$ cat config.mk
export PLATFORM = sky130hd
export DESIGN_NAME = gamepad_shift_register_poller_core
export DESIGN_NICKNAME = d
export VERILOG_FILES = /design/src/rtl/gsrp_pkg.sv /design/src/rtl/gamepad_shift_register_poller_core.sv
export SDC_FILE = /design/constraint.sdc
export NUM_CORES = 1
export LEC_CHECK = 0
export BUFFER_PORTS_ARGS = -buffer_cell sky130_fd_sc_hd__buf_2
export CORE_MARGIN = 1.5
export CORE_UTILIZATION = 61
export DETAILED_ROUTE_END_ITERATION = 10
export HOLD_SLACK_MARGIN = 0.08
export MAX_ROUTING_LAYER = met4
export PLACE_DENSITY = 0.83
export SYNTH_ARGS = -nofsm -noshare
export SYNTH_HDL_FRONTEND = slang
export SYNTH_SLANG_ARGS = --single-unit
export TNS_END_PERCENT = 1
$ cat constraint.sdc
create_clock -name clock -period 16.8 [get_ports clock]
set_clock_uncertainty 0.2 [all_clocks]
set_input_delay 3.36 -clock clock [delete_from_list [all_inputs] [get_ports clock]]
set_output_delay 3.36 -clock clock [all_outputs]
set_load 0.05 [all_outputs]
$ cat src/rtl/gsrp_pkg.sv
// Package for the serial gamepad poller: phase codes, result layout and fixed constants.
// No dependencies; used by gamepad_shift_register_poller_core.
`default_nettype none

package gsrp_pkg;

   localparam int unsigned THRESHOLD_WIDTH = 16;
   localparam logic [THRESHOLD_WIDTH-1:0] THRESHOLD_RESET = 16'd150;
   localparam int unsigned INDEX_WIDTH = 3;
   localparam int unsigned REQ_DATA_WIDTH = 8;
   localparam int unsigned RSP_DATA_WIDTH = 8;

   // Latch is high only in LATCH_LO, clock only in CLOCK_LO (after the line goes up).
   typedef enum logic [2:0] {
      PHASE_WAIT     = 3'd0,
      PHASE_LATCH_HI = 3'd1,
      PHASE_LATCH_LO = 3'd2,
      PHASE_SAMPLE   = 3'd3,
      PHASE_CLOCK_HI = 3'd4,
      PHASE_CLOCK_LO = 3'd5
   } phase_type;

   typedef struct packed {
      logic                   frame_done;
      logic                   button_pressed;
      logic [INDEX_WIDTH-1:0] button_index;
      logic                   sample_valid;
      logic                   clock_level;
      logic                   latch_level;
      logic                   pad_echo;
   } result_type;

endpackage

`default_nettype wire

$ cat src/rtl/gamepad_shift_register_poller_core.sv
// Top level of the serial gamepad poller: per-pad phase machines and a two-entry result buffer.
// Depends on gsrp_pkg.
//
//  Channel | Direction | Handshake             | Contents
//  req     | in        | req_tvalid/req_tready | tdata: tick, data pin; tuser: pad
//  rsp     | out       | rsp_tvalid/rsp_tready | tdata: lines, sample; tuser: pad; tlast: frame end
//  csr     | in        | csr_wr_en             | csr_wr_data: wait threshold
//
// Each request is decoded and applied to its pad's state in the cycle it is accepted, so one
// request per cycle is taken while req_tready is high; its response is registered for output.
// Responses sit in an output register backed by one skid entry; req_tready drops only while
// the skid entry holds a response. Synchronous reset puts both pads in the wait phase and
// loads the threshold with 150.
`default_nettype none

module gamepad_shift_register_poller_core #(
   parameter int unsigned BUTTON_COUNT = 8,
   parameter int unsigned PAD_COUNT    = 2
) (
   input  wire logic                                 clock,
   input  wire logic                                 reset,
   input  wire logic                                 req_tvalid,
   output logic                                      req_tready,
   // [0] tick_pending, [1] data_level, [7:2] zero
   input  wire logic [gsrp_pkg::REQ_DATA_WIDTH-1:0]  req_tdata,
   // [0] pad_select
   input  wire logic                                 req_tuser,
   output logic                                      rsp_tvalid,
   input  wire logic                                 rsp_tready,
   // [0] latch_level, [1] clock_level, [2] sample_valid, [5:3] button_index,
   // [6] button_pressed, [7] zero
   output logic [gsrp_pkg::RSP_DATA_WIDTH-1:0]       rsp_tdata,
   // [0] pad_echo
   output logic                                      rsp_tuser,
   output logic                                      rsp_tlast,
   input  wire logic                                 csr_wr_en,
   input  wire logic [gsrp_pkg::THRESHOLD_WIDTH-1:0] csr_wr_data
);
   import gsrp_pkg::*;

   // Only two pads can be addressed through a one-bit select.
   localparam int unsigned PAD_SLOTS = (PAD_COUNT < 2) ? PAD_COUNT : 2;
   localparam int unsigned POS_WIDTH = (BUTTON_COUNT > 1) ? $clog2(BUTTON_COUNT) : 1;
   localparam logic [POS_WIDTH:0] LAST_COUNT = (POS_WIDTH + 1)'(BUTTON_COUNT);

   logic [THRESHOLD_WIDTH-1:0] threshold_ff;
   phase_type                  phase_ff [PAD_SLOTS];
   logic [THRESHOLD_WIDTH-1:0] wait_count_ff [PAD_SLOTS];
   logic [POS_WIDTH-1:0]       bit_pos_ff [PAD_SLOTS];

   phase_type                  phase_cur;
   logic [THRESHOLD_WIDTH-1:0] wait_count_cur;
   logic [POS_WIDTH-1:0]       bit_pos_cur;
   phase_type                  phase_in;
   logic [THRESHOLD_WIDTH-1:0] wait_count_in;
   logic [POS_WIDTH-1:0]       bit_pos_in;
   logic [THRESHOLD_WIDTH-1:0] count_inc;
   logic [POS_WIDTH:0]         pos_inc;

   logic       tick;
   logic       pad_ok;
   logic       accept;
   logic       sampled;
   logic       last_button;
   result_type result;

   result_type out_ff;
   result_type skid_ff;
   logic       out_valid_ff;
   logic       skid_valid_ff;
   logic       pop;

   assign tick   = req_tdata[0];
   assign pad_ok = (PAD_COUNT > 1) || (req_tuser == 1'b0);
   assign accept = req_tvalid && req_tready;
   assign pop    = rsp_tvalid && rsp_tready;

   always_comb begin
      phase_cur      = PHASE_WAIT;
      wait_count_cur = '0;
      bit_pos_cur    = '0;
      for (int p = 0; p < PAD_SLOTS; p++) begin
         if (req_tuser == 1'(p)) begin
            phase_cur      = phase_ff[p];
            wait_count_cur = wait_count_ff[p];
            bit_pos_cur    = bit_pos_ff[p];
         end
      end
   end

   assign count_inc   = wait_count_cur + 1'b1;
   assign pos_inc     = {1'b0, bit_pos_cur} + 1'b1;
   assign last_button = (pos_inc >= LAST_COUNT);

   // Next state of the addressed pad.
   always_comb begin
      phase_in      = phase_cur;
      wait_count_in = wait_count_cur;
      bit_pos_in    = bit_pos_cur;
      if (tick) begin
         case (phase_cur)
            PHASE_WAIT: begin
               if (count_inc > threshold_ff) begin
                  wait_count_in = '0;
                  phase_in      = PHASE_LATCH_HI;
               end else begin
                  wait_count_in = count_inc;
               end
            end
            PHASE_LATCH_HI: phase_in = PHASE_LATCH_LO;
            PHASE_LATCH_LO: phase_in = PHASE_SAMPLE;
            PHASE_SAMPLE: begin
               if (last_button) begin
                  bit_pos_in = '0;
                  phase_in   = PHASE_WAIT;
               end else begin
                  bit_pos_in = pos_inc[POS_WIDTH-1:0];
                  phase_in   = PHASE_CLOCK_HI;
               end
            end
            PHASE_CLOCK_HI: phase_in = PHASE_CLOCK_LO;
            PHASE_CLOCK_LO: phase_in = PHASE_SAMPLE;
            default:        phase_in = PHASE_WAIT;
         endcase
      end
   end

   // Response fields; an unused pad answers with everything but its number cleared.
   always_comb begin
      sampled = tick && (phase_cur == PHASE_SAMPLE);
      result  = '0;
      result.pad_echo = req_tuser;
      if (pad_ok) begin
         result.latch_level    = (phase_in == PHASE_LATCH_LO);
         result.clock_level    = (phase_in == PHASE_CLOCK_LO);
         result.sample_valid   = sampled;
         result.button_pressed = sampled && !req_tdata[1];
         result.frame_done     = sampled && last_button;
         if (sampled) begin
            result.button_index = INDEX_WIDTH'({{INDEX_WIDTH{1'b0}}, bit_pos_cur});
         end
      end
   end

   always_ff @(posedge clock) begin
      if (reset) begin
         threshold_ff <= THRESHOLD_RESET;
      end else if (csr_wr_en) begin
         threshold_ff <= csr_wr_data;
      end
   end

   always_ff @(posedge clock) begin
      for (int p = 0; p < PAD_SLOTS; p++) begin
         if (reset) begin
            phase_ff[p]      <= PHASE_WAIT;
            wait_count_ff[p] <= '0;
            bit_pos_ff[p]    <= '0;
         end else if (accept && tick && pad_ok && (req_tuser == 1'(p))) begin
            phase_ff[p]      <= phase_in;
            wait_count_ff[p] <= wait_count_in;
            bit_pos_ff[p]    <= bit_pos_in;
         end
      end
   end

   // Output register with one skid entry behind it.
   always_ff @(posedge clock) begin
      if (reset) begin
         out_valid_ff  <= 1'b0;
         skid_valid_ff <= 1'b0;
      end else if (skid_valid_ff) begin
         if (pop) begin
            out_ff        <= skid_ff;
            skid_valid_ff <= 1'b0;
         end
      end else if (accept) begin
         if (!out_valid_ff || pop) begin
            out_ff       <= result;
            out_valid_ff <= 1'b1;
         end else begin
            skid_ff       <= result;
            skid_valid_ff <= 1'b1;
         end
      end else if (pop) begin
         out_valid_ff <= 1'b0;
      end
   end

   assign req_tready = !skid_valid_ff;
   assign rsp_tvalid = out_valid_ff;
   assign rsp_tuser  = out_ff.pad_echo;
   assign rsp_tlast  = out_ff.frame_done;
   assign rsp_tdata  = {1'b0, out_ff.button_pressed, out_ff.button_index,
                        out_ff.sample_valid, out_ff.clock_level, out_ff.latch_level};

endmodule

`default_nettype wire
# Yosys cells after proc, flatten, opt, wreduce, memory -nomap -nowiden
# Memories as Yosys holds them, arrays and structs flattened.
# Cells that the tools add are included.
# word_totals
register_bits	36
ramBits	44
in_bits	30
out_inout_bits	12
wordCells	102
n_memories	3
# classes
addsub	2
n_lt_le_gt_ge	2
n_eq_ne	9
n_mux	39
n_bitwise	10
reduce_logical	20
# mem_list
name	depth	word_bits	rd	rd_clocked_by_memory_dff	write_ports	line_no	text
wait_count_ff	2	16	2	0	2	gamepad_shift_register_poller_core.sv:48	logic [THRESHOLD_WIDTH-1:0] wait_count_ff [PAD_SLOTS];
bit_pos_ff	2	3	2	0	2	gamepad_shift_register_poller_core.sv:49	logic [POS_WIDTH-1:0] bit_pos_ff [PAD_SLOTS];
phase_ff	2	3	2	0	2	gamepad_shift_register_poller_core.sv:47	phase_type phase_ff [PAD_SLOTS];
# op_table
cell	count
16-bit 2-to-1 mux	6
3-bit 2-to-1 mux	13
9-bit 2-to-1 mux	4
16-bit by 1-bit adder with 16-bit output (second input constant)	1
16-bit greater-than comparator	1
1-bit 2-to-1 mux	15
3-bit case mux with 5 select lines	1
3-bit by 2-bit == test with 1-bit output (second input constant)	3
3-bit == test (second input constant)	3
1-bit logical AND	8
4-bit AND reduction	2
1-bit bitwise OR	6
2-bit nonzero test	3
3-bit by 1-bit adder with 4-bit output (second input constant)	1
4-bit greater-or-equal comparator (second input constant)	1
2-bit by 1-bit inequality test with 1-bit output (second input constant)	2
1-bit inverter	4
3-bit by 1-bit == test with 1-bit output (second input constant)	1
1-bit logical NOT	3
3-bit logical NOT	1
3-bit AND reduction	1
2-bit OR reduction	1
1-bit logical OR	1

# Depth between registers and ports, before layout
# Gate-level depths: netlist of run 1.
# An unclocked memory read counts as a cell.
# logic_depth
depth_word	11
depth_mapped	19
depth_no_buf	15

# Worst setup path after synthesis of run 1
# Ideal clock, no wire load.
# synth_path
path_type	input port to flip-flop
startpoint	input req_tuser
endpoint	register out_ff, in the netlist rsp_tdata[1], data pin
setup_ns	0.268
t_arrival_ns	7.373
required_time_ns	16.332
setup_slack_ns	8.959
path_stages	19
n_path_buf	4
path_cell_list	buf_6 -> buf_2 -> buf_2 -> buf_2 -> mux2i_1 -> inv_1 -> ha_1 -> o21ai_0 -> a211oi_1 -> nand3_1 -> xnor2_1 -> inv_1 -> ha_1 -> nand4_1 -> nor2_1 -> or3_1 -> nor4b_2 -> o32a_1 -> o31ai_1
# synth_between
elab_chain_cells	10
word_cells_on_any_way	22
cone_classes	2 x add/sub; 2 x order compare; 6 x eq/ne; 10 x mux; 2 x reduce/logical
# synth_lines
item	line_no	text
start: declaration	gamepad_shift_register_poller_core.sv:27	input wire logic req_tuser,
16-bit 2-to-1 mux or 3-bit 2-to-1 mux (tied branches)	gamepad_shift_register_poller_core.sv:83	if (req_tuser == 1'(p)) begin
16-bit by 1-bit adder with 16-bit output or 3-bit by 1-bit adder with 4-bit output (tied branches)	gamepad_shift_register_poller_core.sv:91, gamepad_shift_register_poller_core.sv:92	
16-bit greater-than comparator or 4-bit greater-or-equal comparator (tied branches)	gamepad_shift_register_poller_core.sv:103, gamepad_shift_register_poller_core.sv:93	
3-bit 2-to-1 mux, on equally long branches	gamepad_shift_register_poller_core.sv:103, gamepad_shift_register_poller_core.sv:113	
3-bit case mux with 5 select lines	gamepad_shift_register_poller_core.sv:101	case (phase_cur)
3-bit 2-to-1 mux *	gamepad_shift_register_poller_core.sv:100	if (tick) begin
3-bit == test *	gamepad_shift_register_poller_core.sv:135	result.clock_level = (phase_in == PHASE_CLOCK_LO);
9-bit 2-to-1 mux *	gamepad_shift_register_poller_core.sv:178	if (!out_valid_ff || pop) begin
9-bit 2-to-1 mux *	gamepad_shift_register_poller_core.sv:177	end else if (accept) begin
9-bit 2-to-1 mux *	gamepad_shift_register_poller_core.sv:172	end else if (skid_valid_ff) begin
end signal: assignment	gamepad_shift_register_poller_core.sv:174	out_ff <= skid_ff;
end signal: assignment	gamepad_shift_register_poller_core.sv:179	out_ff <= result;
end: declaration	gamepad_shift_register_poller_core.sv:67	result_type out_ff;
# Every way passes the cells marked *; elsewhere a longest branch is shown, timed or not. The select of a mux whose other input is x is not followed.
# A chain may end at the register's enable or synchronous reset.

==> results.json, run 1 <==
{
  "rsz0062_at_grt": "no",
  "grt_pass1_vias": 3196,
  "cts_tree": "yes",
  "final_area_um2": 4959,
  "wl_um": 9170,
  "dp.cells": 554,
  "worstPathMaxFanout": 51,
  "htreeDepth": 3,
  "cts_root_buf": "clkbuf_8",
  "avgRoutedWirePerCell_um": 16.09,
  "drt_drc_violations_left": 0,
  "num_vias": 3455,
  "layout_common_cells": "62 x edfxtp_1, 42 x nor2_1, 37 x inv_1",
  "drive_above_1_share_pct": 15.29,
  "clk_path_buf_depth": 2,
  "nets": 514,
  "worst_pin_slew_ns": 1.169,
  "die_h_um": 88.96,
  "cts-resized-gates": 0,
  "dieArea_um2": 7913,
  "leakagePower_nw": 2.011,
  "core_um2": 7214,
  "synth_edf_count": 62,
  "port_buffers": 34,
  "track_usage_pct": 25.88,
  "numCtsBuffers": 9,
  "slew_headroom_pct": 22.04,
  "insertion_delay_ns": 0.36,
  "place.gp.congestion": 0.8524,
  "final_util_pct": 68.73,
  "syn_to_final_growth_pct": 10.02,
  "cp-start-kind": "primary input",
  "post-route-period-util_pct": 49.85,
  "p_seq_share_pct": 52.1,
  "crit_type": "primary input to flip-flop",
  "die_x_um": 88.96,
  "p_sw_share_pct": 28.30,
  "place_area_um2": 4756,
  "first_iter_violations": 317,
  "synth_flop_cell": "edfxtp_1",
  "status": "finished clean",
  "gr-total-overflow": 0,
  "setup_slack_ns": 8.425,
  "via_per_inst": 6.061,
  "arrival_ns": 8.36,
  "synthCells": 436,
  "whs_ns": 0.2969,
  "comb_power_share_pct": 14.8,
  "placementRows": 31,
  "final.min_clock_period_ns": 8.375,
  "clock-sinks": 80,
  "fin_setup_tns_ns": 0,
  "fmax_mhz": 119.4,
  "clk_pin_slew_worst_paths_ns": 0.08,
  "hold_class": "flip-flop to flip-flop",
  "syn_avg_cell_area_um2": 10.34,
  "pre_cts_ws_ns": 8.163,
  "mappedNetlistArea_um2": 4507,
  "p_int_mw": 0.3162,
  "power.density_nw_per_um2": 88.94,
  "initial_core_util_pct": 62.47,
  "ys_seq_elements": 80,
  "syn-num-nets": 484,
  "antenna_found_initial": 0,
  "fin_cells": 570,
  "power_frac_clock_pct": 33.1,
  "grt_pass1_wl_um": 14960,
  "hpwl_um": 6716,
  "ant_nets": 0,
  "n_antenna_cell": 0,
  "vdd_drop_max_uv": 62.77,
  "grt_max_degree": 52,
  "post_cts_buffers": 0,
  "worst_ep_required_time_ns": 16.79,
  "setup_viol": 0,
  "cap_violations": 0,
  "critPathCaptureType": "flip-flop",
  "r2r_setup_slack_ns": 11.66,
  "ios": 42,
  "ys_warn_count": 0,
  "p_sw_mw": 0.1248,
  "yosysUniqueCellTypes": 60,
  "drtPass1Iterations": 5,
  "ys_seq_area_share_pct": 49.31,
  "synthArstFlopShare_pct": 0,
  "finalHoldViolCount": 0,
  "power_mw": 0.4410,
  "final_common_cell": "edfxtp_1",
  "hold_buffers": 0,
  "slew_viol_final": 0
}
==> registers in the layout, indices dropped and copies added (netlist names) <==
| name | flops |
|---|---|
| rsp_tlast | 1 |
| rsp_tuser | 1 |
| rsp_tvalid | 1 |
| skid_ff | 9 |
| bit_pos_ff | 6 |
| threshold_ff | 16 |
| wait_count_ff | 32 |
| phase_ff | 6 |
| rsp_tdata | 7 |
| skid_valid_ff | 1 |
==> worst max-delay path, cell delays in order <==
cell and delay [ns]:
buf_2 0.08, buf_4 0.50, mux2i_1 0.27, inv_1 0.13, ha_1 0.24, o21ai_0 0.28
a211oi_1 0.64, nand3_1 0.20, xnor2_1 0.29, inv_1 0.08, ha_1 0.29, nand4_1 0.21
nor2_1 0.07, or3_1 0.43, nor4b_2 0.69, o211ai_2 0.35, o22ai_1 0.25
==> power by group through the flow <==
stage | Clock, mW | Combinational (mW) | Sequential, mW
final | 0.146 | 0.0654 | 0.230
after global routing | 0.157 | 0.0724 | 0.231
after CTS | 0.147 | 0.0650 | 0.230
after detailed placement | 0 | 0.0647 | 0.234
after global placement | 0 | 0.0614 | 0.234
after floorplan | 0 | 0.0447 | 0.237
==> cell usage after synthesis (2+ instances only) <==
cell      instances  area share (%)
o21ai_0          21             2.3
a21o_1            2            0.33
a211oi_1          6             1.0
and2_1            5            0.69
nor2_1           42             3.5
a221oi_1          2            0.39
o21ai_1           2            0.22
or2_2             3            0.42
nor4_2            2            0.56
inv_1            37             3.1
o211ai_1          5            0.83
nand3b_1          3            0.50
nand4_1           5            0.69
mux2_2            3            0.75
o22ai_1          25             3.5
nand2_1          29             2.4
and3_1            4            0.56
xnor2_1          10             1.9
mux2i_1          31             6.9
nor3_1            7            0.78
nand3_1          13             1.4
or3_1             4            0.56
edfxtp_1         62              41
dfxtp_1          18             8.0
a21oi_1          13             1.4
xor2_1            6             1.2
clkbuf_1         11            0.92
buf_2             5            0.56
nor2b_1           3            0.42
nand4b_1          2            0.39
a31oi_1           2            0.28
o31ai_1           7             1.2
o211ai_2          2            0.56
ha_1             18             5.0
==> logic make-up after synthesis <==
family / after synthesis / synth area share, %
other: 1 / 0.08321
multiplexers: 34 / 7.635
XOR/XNOR: 16 / 3.109
adder cells (fa/ha/maj): 18 / 4.997
AO/OA/AOI/OAI: 98 / 14.21
AND/OR/NAND/NOR: 133 / 15.60
buffers and inverters: 56 / 5.053
flip-flops: 80 / 49.31
==> worst paths after layout <==
check | from | endpoint | depth (start not counted)
worst min register to register | threshold_ff[1] | threshold_ff[1] | 2
worst max register to register | wait_count_ff[0][2] | wait_count_ff[1][9] | 13
worst max-delay path | req_tuser | wait_count_ff[1][9] | 17
worst min-delay path | threshold_ff[1] | threshold_ff[1] | 2
==> layout make-up <==
class	instances	area, um^2
fillers	551	2256
flip-flops and latches	80	2222
multi-input cells	300	2071
repair buffers	38	200.2
inverters	37	138.9
clock buffers	9	123.9
well taps	99	123.9
clock inverters	7	78.83
==> per-layer routing <==
metal | vias up | track usage [%] | routed length [um]
li1 | 1675 | - | -
met1 | 1633 | 32.63 | 3998
met2 | 133 | 41.05 | 4413
met3 | 14 | 5.817 | 620
met4 | 0 | 9.790 | 138
met5 | - | - | 0
Power figures use the tool's default switching activity.
==> run 2: changes to the inputs <==
--- a/config.mk
+++ b/config.mk
@@ -7,11 +7,11 @@
 export LEC_CHECK = 0
 export BUFFER_PORTS_ARGS = -buffer_cell sky130_fd_sc_hd__buf_2
 export CORE_MARGIN = 1.5
-export CORE_UTILIZATION = 61
+export CORE_UTILIZATION = 60
 export DETAILED_ROUTE_END_ITERATION = 10
 export HOLD_SLACK_MARGIN = 0.08
 export MAX_ROUTING_LAYER = met4
-export PLACE_DENSITY = 0.83
+export PLACE_DENSITY = 0.81
 export SYNTH_ARGS = -nofsm -noshare
 export SYNTH_HDL_FRONTEND = slang
 export SYNTH_SLANG_ARGS = --single-unit
==> constraint.sdc (replaced) <==
create_clock -name clock -period 8.2 [get_ports clock]
set_clock_uncertainty 0.2 [all_clocks]
set_input_delay 1.64 -clock clock [delete_from_list [all_inputs] [get_ports clock]]
set_output_delay 1.64 -clock clock [all_outputs]
set_load 0.05 [all_outputs]
==> results.json, run 2 (synthesis gave the netlist of run 1 again) <==
{
  "grt_pass1_wl_um": 15030,
  "post_cts_buffers": 0,
  "final_area_um2": 4977,
  "nets": 516,
  "hold_class": "flip-flop to flip-flop",
  "slew_viol_final": 0,
  "hpwl_um": 6583,
  "grt_use_met1_pct": 32.86,
  "core_um2": 7253,
  "drtPass1Iterations": 6,
  "grt_util_met3_pct": 5.302,
  "ios": 42,
  "placementRows": 31,
  "fin_setup_tns_ns": 0,
  "gr-total-overflow": 0,
  "arrival_ns": 5.87,
  "num_vias": 3439,
  "numCtsBuffers": 9,
  "drive_above_1_share_pct": 15.64,
  "worst_ep_required_time_ns": 8.09,
  "p_sw_share_pct": 28.76,
  "finalHoldViolCount": 0,
  "avgRoutedWirePerCell_um": 16.10,
  "rsz0062_at_grt": "no",
  "leakagePower_nw": 2.028,
  "antenna_found_initial": 0,
  "power.density_nw_per_um2": 183.5,
  "first_iter_violations": 197,
  "cp-start-kind": "primary input",
  "largest-register": "wait_count_ff",
  "cts-resized-gates": 0,
  "htreeDepth": 3,
  "clock-sinks": 80,
  "dieArea_um2": 8041,
  "power_mw": 0.9131,
  "setup_viol": 0,
  "power_frac_clock_pct": 33.8,
  "crit_type": "primary input to flip-flop",
  "die_h_um": 89.67,
  "place.gp.congestion": 0.8864,
  "initial_core_util_pct": 62.14,
  "track_usage_pct": 25.58,
  "largest_reg_flops": 32,
  "status": "finished clean",
  "setup_slack_ns": 2.218,
  "pre_cts_ws_ns": 1.934,
  "post-route-period-util_pct": 72.96,
  "n_antenna_cell": 0,
  "clk_pin_slew_worst_paths_ns": 0.09,
  "insertion_delay_ns": 0.37,
  "layout_common_cells": "62 x edfxtp_1, 42 x nor2_1, 37 x inv_1",
  "p_seq_share_pct": 51.6,
  "place_area_um2": 4771,
  "clk_path_buf_depth": 2,
  "port_buffers": 34,
  "whs_ns": 0.2928,
  "comb_power_share_pct": 14.6,
  "grt_max_degree": 42,
  "hold_buffers": 0,
  "fmax_mhz": 167.2,
  "final.min_clock_period_ns": 5.982,
  "drt_drc_violations_left": 0,
  "top_regs": "wait_count_ff x32, threshold_ff x16, skid_ff x9",
  "p_int_mw": 0.6505,
  "gr-usage-met2_pct": 40.30,
  "final_common_cell": "edfxtp_1",
  "vdd_drop_max_uv": 102.3,
  "die_x_um": 89.67,
  "critPathCaptureType": "flip-flop",
  "cts_root_buf": "clkbuf_8",
  "ant_nets": 0,
  "grt.busiest_layer": "met2",
  "slew_headroom_pct": 31.94,
  "worstPathMaxFanout": 11,
  "wl_um": 9212,
  "syn_to_final_growth_pct": 10.44,
  "cts_tree": "yes",
  "grt_pass1_vias": 3205,
  "worst_pin_slew_ns": 1.018,
  "via_per_inst": 6.012,
  "cap_violations": 0,
  "p_sw_mw": 0.2626,
  "fillers": 568
}
[run 2: metal layers]
layer,share of wire [%],wire [um]
met2,49,4492
met5,0,0
met4,1.4,133
met1,45,4107
met3,5.2,478
[run 2: final cells by class]
type / instances / area, um^2 / share of cell area, %
flip-flops and latches: 80 / 2222 / 44.65
multi-input cells: 300 / 2071 / 41.60
repair buffers: 40 / 215.2 / 4.324
inverters: 37 / 138.9 / 2.790
clock buffers: 9 / 123.9 / 2.489
well taps: 99 / 123.9 / 2.489
clock inverters: 7 / 82.58 / 1.659
[run 2: path summary, 6_finish.rpt]
check	cells past startpoint	endpoint	slack, ns	start
setup reg to reg	15	wait_count_ff[0][6]	3.36	wait_count_ff[1][0]
hold / removal	2	threshold_ff[7]	0.29	threshold_ff[7]
hold reg to reg	2	threshold_ff[7]	0.29	threshold_ff[7]
setup / recovery	16	wait_count_ff[0][6]	2.22	req_tuser
[run 2: critical path, cell delays in order]
cell,delay [ns]
buf_2,0.24
mux2i_1,0.19
inv_1,0.12
ha_1,0.26
o21ai_0,0.27
a211oi_1,0.32
buf_4,0.20
nand3_1,0.09
xnor2_1,0.27
inv_1,0.08
ha_1,0.31
nand4_1,0.23
a2111oi_1,0.73
nor4b_2,0.22
o211ai_2,0.51
o22ai_1,0.17
[run 2: power groups by stage]
stage               sequential, mW  combinational (mW)  clock, mW
floorplan                    0.486              0.0915          0
global placement             0.479               0.126          0
detailed placement           0.480               0.132          0
CTS                          0.471               0.133      0.311
global route                 0.474               0.147      0.329
finish                       0.471               0.133      0.309
[run 2: per-stage QoR]
step / util, % / instances
3_3_place_gp: 65.78 / 556
4_1_cts: 68.62 / 572
3_5_place_dp: 65.78 / 556
6_report: 68.62 / 572
2_1_floorplan: - / 436
5_1_grt: 68.62 / 572
==> run 3: changes to the inputs <==
--- a/config.mk
+++ b/config.mk
@@ -7,11 +7,11 @@
 export LEC_CHECK = 0
 export BUFFER_PORTS_ARGS = -buffer_cell sky130_fd_sc_hd__buf_2
 export CORE_MARGIN = 1.5
-export CORE_UTILIZATION = 60
+export CORE_UTILIZATION = 54
 export DETAILED_ROUTE_END_ITERATION = 10
 export HOLD_SLACK_MARGIN = 0.08
 export MAX_ROUTING_LAYER = met4
-export PLACE_DENSITY = 0.81
+export PLACE_DENSITY = 0.77
 export SYNTH_ARGS = -nofsm -noshare
 export SYNTH_HDL_FRONTEND = slang
 export SYNTH_SLANG_ARGS = --single-unit
==> constraint.sdc (replaced) <==
create_clock -name clock -period 4.9 [get_ports clock]
set_clock_uncertainty 0.2 [all_clocks]
set_input_delay 0.98 -clock clock [delete_from_list [all_inputs] [get_ports clock]]
set_output_delay 0.98 -clock clock [all_outputs]
set_load 0.05 [all_outputs]
==> results.json, run 3 (synthesis gave the netlist of run 1 again) <==
{
  "leakagePower_nw": 2.183,
  "crit_type": "primary input to flip-flop",
  "clock-sinks": 80,
  "grt_pass1_vias": 3462,
  "die_h_um": 94.36,
  "dieArea_um2": 8903,
  "slew_viol_final": 0,
  "final.min_clock_period_ns": 4.712,
  "fillers": 635,
  "first_iter_violations": 223,
  "power.density_nw_per_um2": 291.2,
  "via_per_inst": 5.767,
  "r2r_setup_slack_ns": 0.72,
  "nets": 544,
  "place.gp.congestion": 0.8444,
  "setup_slack_ns": 0.1885,
  "n_antenna_cell": 0,
  "htreeDepth": 3,
  "post_cts_buffers": 0,
  "worstPathMaxFanout": 8,
  "fmax_mhz": 212.2,
  "crit_buf_inv": 5,
  "layout_common_cells": "62 x edfxtp_1, 42 x nor2_1, 37 x inv_1",
  "grt_pass1_wl_um": 16040,
  "worst_ep_required_time_ns": 4.77,
  "pre_cts_ws_ns": -0.1728,
  "ios": 42,
  "setup_viol": 0,
  "post-route-period-util_pct": 96.15,
  "insertion_delay_ns": 0.36,
  "largest_reg_flops": 32,
  "cts_root_buf": "clkbuf_8",
  "drtPass1Iterations": 4,
  "cts_tree": "yes",
  "hold_buffers": 0,
  "cp-startpoint": "req_tuser",
  "hpwl_um": 7210,
  "rr_startpoint": "wait_count_ff[0][1]",
  "avgRoutedWirePerCell_um": 16.13,
  "crit_top_cell": "buf_4",
  "core_um2": 8134,
  "num_vias": 3495,
  "cp_cell_sequence": "buf_2, buf_4, nand3b_4, a222oi_1, buf_4, nand2_2, nor2_1, xor2_1, inv_1, ha_1, nand4_1, nor4_2, a21boi_4, nor4b_4, buf_4, o211ai_2, o22ai_1",
  "final_common_cell": "edfxtp_1",
  "crit_end": "wait_count_ff[0][1]",
  "placementRows": 33,
  "hold_class": "flip-flop to flip-flop",
  "drive_above_1_share_pct": 20.96,
  "status": "finished clean",
  "critPathCaptureType": "flip-flop",
  "cts-resized-gates": 0,
  "arrival_ns": 4.58,
  "worst-path-stages": 17,
  "wl_um": 9772,
  "worst_pin_slew_ns": 1.022,
  "critPathSlowestCell": "o211ai_2",
  "drt_drc_violations_left": 0,
  "clk_path_buf_depth": 2,
  "initial_core_util_pct": 55.41,
  "largest-register": "wait_count_ff",
  "gr-total-overflow": 0,
  "vdd_drop_max_uv": 184.2,
  "max_stage_delay_ns": 0.46,
  "final_util_pct": 64.28,
  "top_regs": "wait_count_ff x32, threshold_ff x16, skid_ff x9",
  "clk_pin_slew_worst_paths_ns": 0.09,
  "die_x_um": 94.36,
  "port_buffers": 34,
  "crit_family": "compound AO/OA/AOI/OAI gates",
  "cp-start-kind": "primary input",
  "rsz0062_at_grt": "no",
  "cap_violations": 0,
  "syn_to_final_growth_pct": 16.02,
  "antenna_found_initial": 0,
  "ant_nets": 0,
  "timing.rr.end": "wait_count_ff[0][1]",
  "numCtsBuffers": 9,
  "slew_headroom_pct": 31.70,
  "track_usage_pct": 24.40,
  "grt_max_degree": 24,
  "r2r_cells": 15,
  "finalHoldViolCount": 0
}
[run 3: cell count changes in the layout (fill, tap and decap cells not counted), sizes merged]
| cell | before | now |
|---|---|---|
| buf | 40 | 68 |
| clkinv | 0 | 4 |
| inv | 41 | 38 |
| clkinvlp | 2 | 1 |
[run 3: through the flow]
stage | std cells | TNS, ns | power [mW] | instance area [um^2] | hold WS (ns)
after floorplan | 436 | 0 | 0.9736 | 4564 | 0.2604
after global placement | 590 | -1.150 | 1.033 | 5034 | 0.2756
after detailed placement | 590 | -1.935 | 1.046 | 5034 | 0.2778
after CTS | 606 | 0 | 1.529 | 5229 | 0.2964
after global routing | 606 | 0 | 1.585 | 5229 | 0.3249
final | 606 | 0 | 1.522 | 5229 | 0.2883
[run 3: routing by layer]
metal | vias to the layer above | part of all wire (%) | wire length (um) | global-route usage (%)
li1 | 1732 | - | - | -
met1 | 1618 | 42 | 4105 | 28.78
met2 | 124 | 50 | 4893 | 40.95
met3 | 21 | 5.7 | 554 | 4.026
met4 | 0 | 2.2 | 218 | 11.07
met5 | - | 0 | 0 | -
[run 3: cell type report]
type,instances,area (um^2),share of cell area [%]
repair buffers,68,425.4,8.136
well taps,105,131.4,2.513
clock inverters,7,71.32,1.364
multi-input cells,300,2116,40.46
flip-flops and latches,80,2222,42.50
inverters,37,138.9,2.656
clock buffers,9,123.9,2.369
[run 3: worst min-delay path: cells and delay by family, from the launching register on]
kind | cells | cell delay (ns)
compound gates | 1 | 0.08
flops | 1 | 0.30
buf+inv | 1 | 0.06
[run 3: worst min-delay path by stage]
| stage | slack [ns] | depth (start not counted) | start | endpoint |
|---|---|---|---|---|
| after global placement | 0.28 | 2 | threshold_ff[10] | threshold_ff[10] |
| final | 0.29 | 2 | threshold_ff[4] | threshold_ff[4] |
| after global routing | 0.32 | 2 | threshold_ff[1] | threshold_ff[1] |
| after floorplan | 0.26 | 2 | threshold_ff[10] | threshold_ff[10] |
| after CTS | 0.30 | 2 | threshold_ff[4] | threshold_ff[4] |
| after detailed placement | 0.28 | 2 | threshold_ff[4] | threshold_ff[4] |
[run 3: report_power, final]
part	internal, mW	switching, mW	total [mW]
Sequential	0.766	0.0223	0.789
Combinational	0.0916	0.153	0.244
Clock	0.236	0.254	0.490
Total	1.09	0.429	1.52
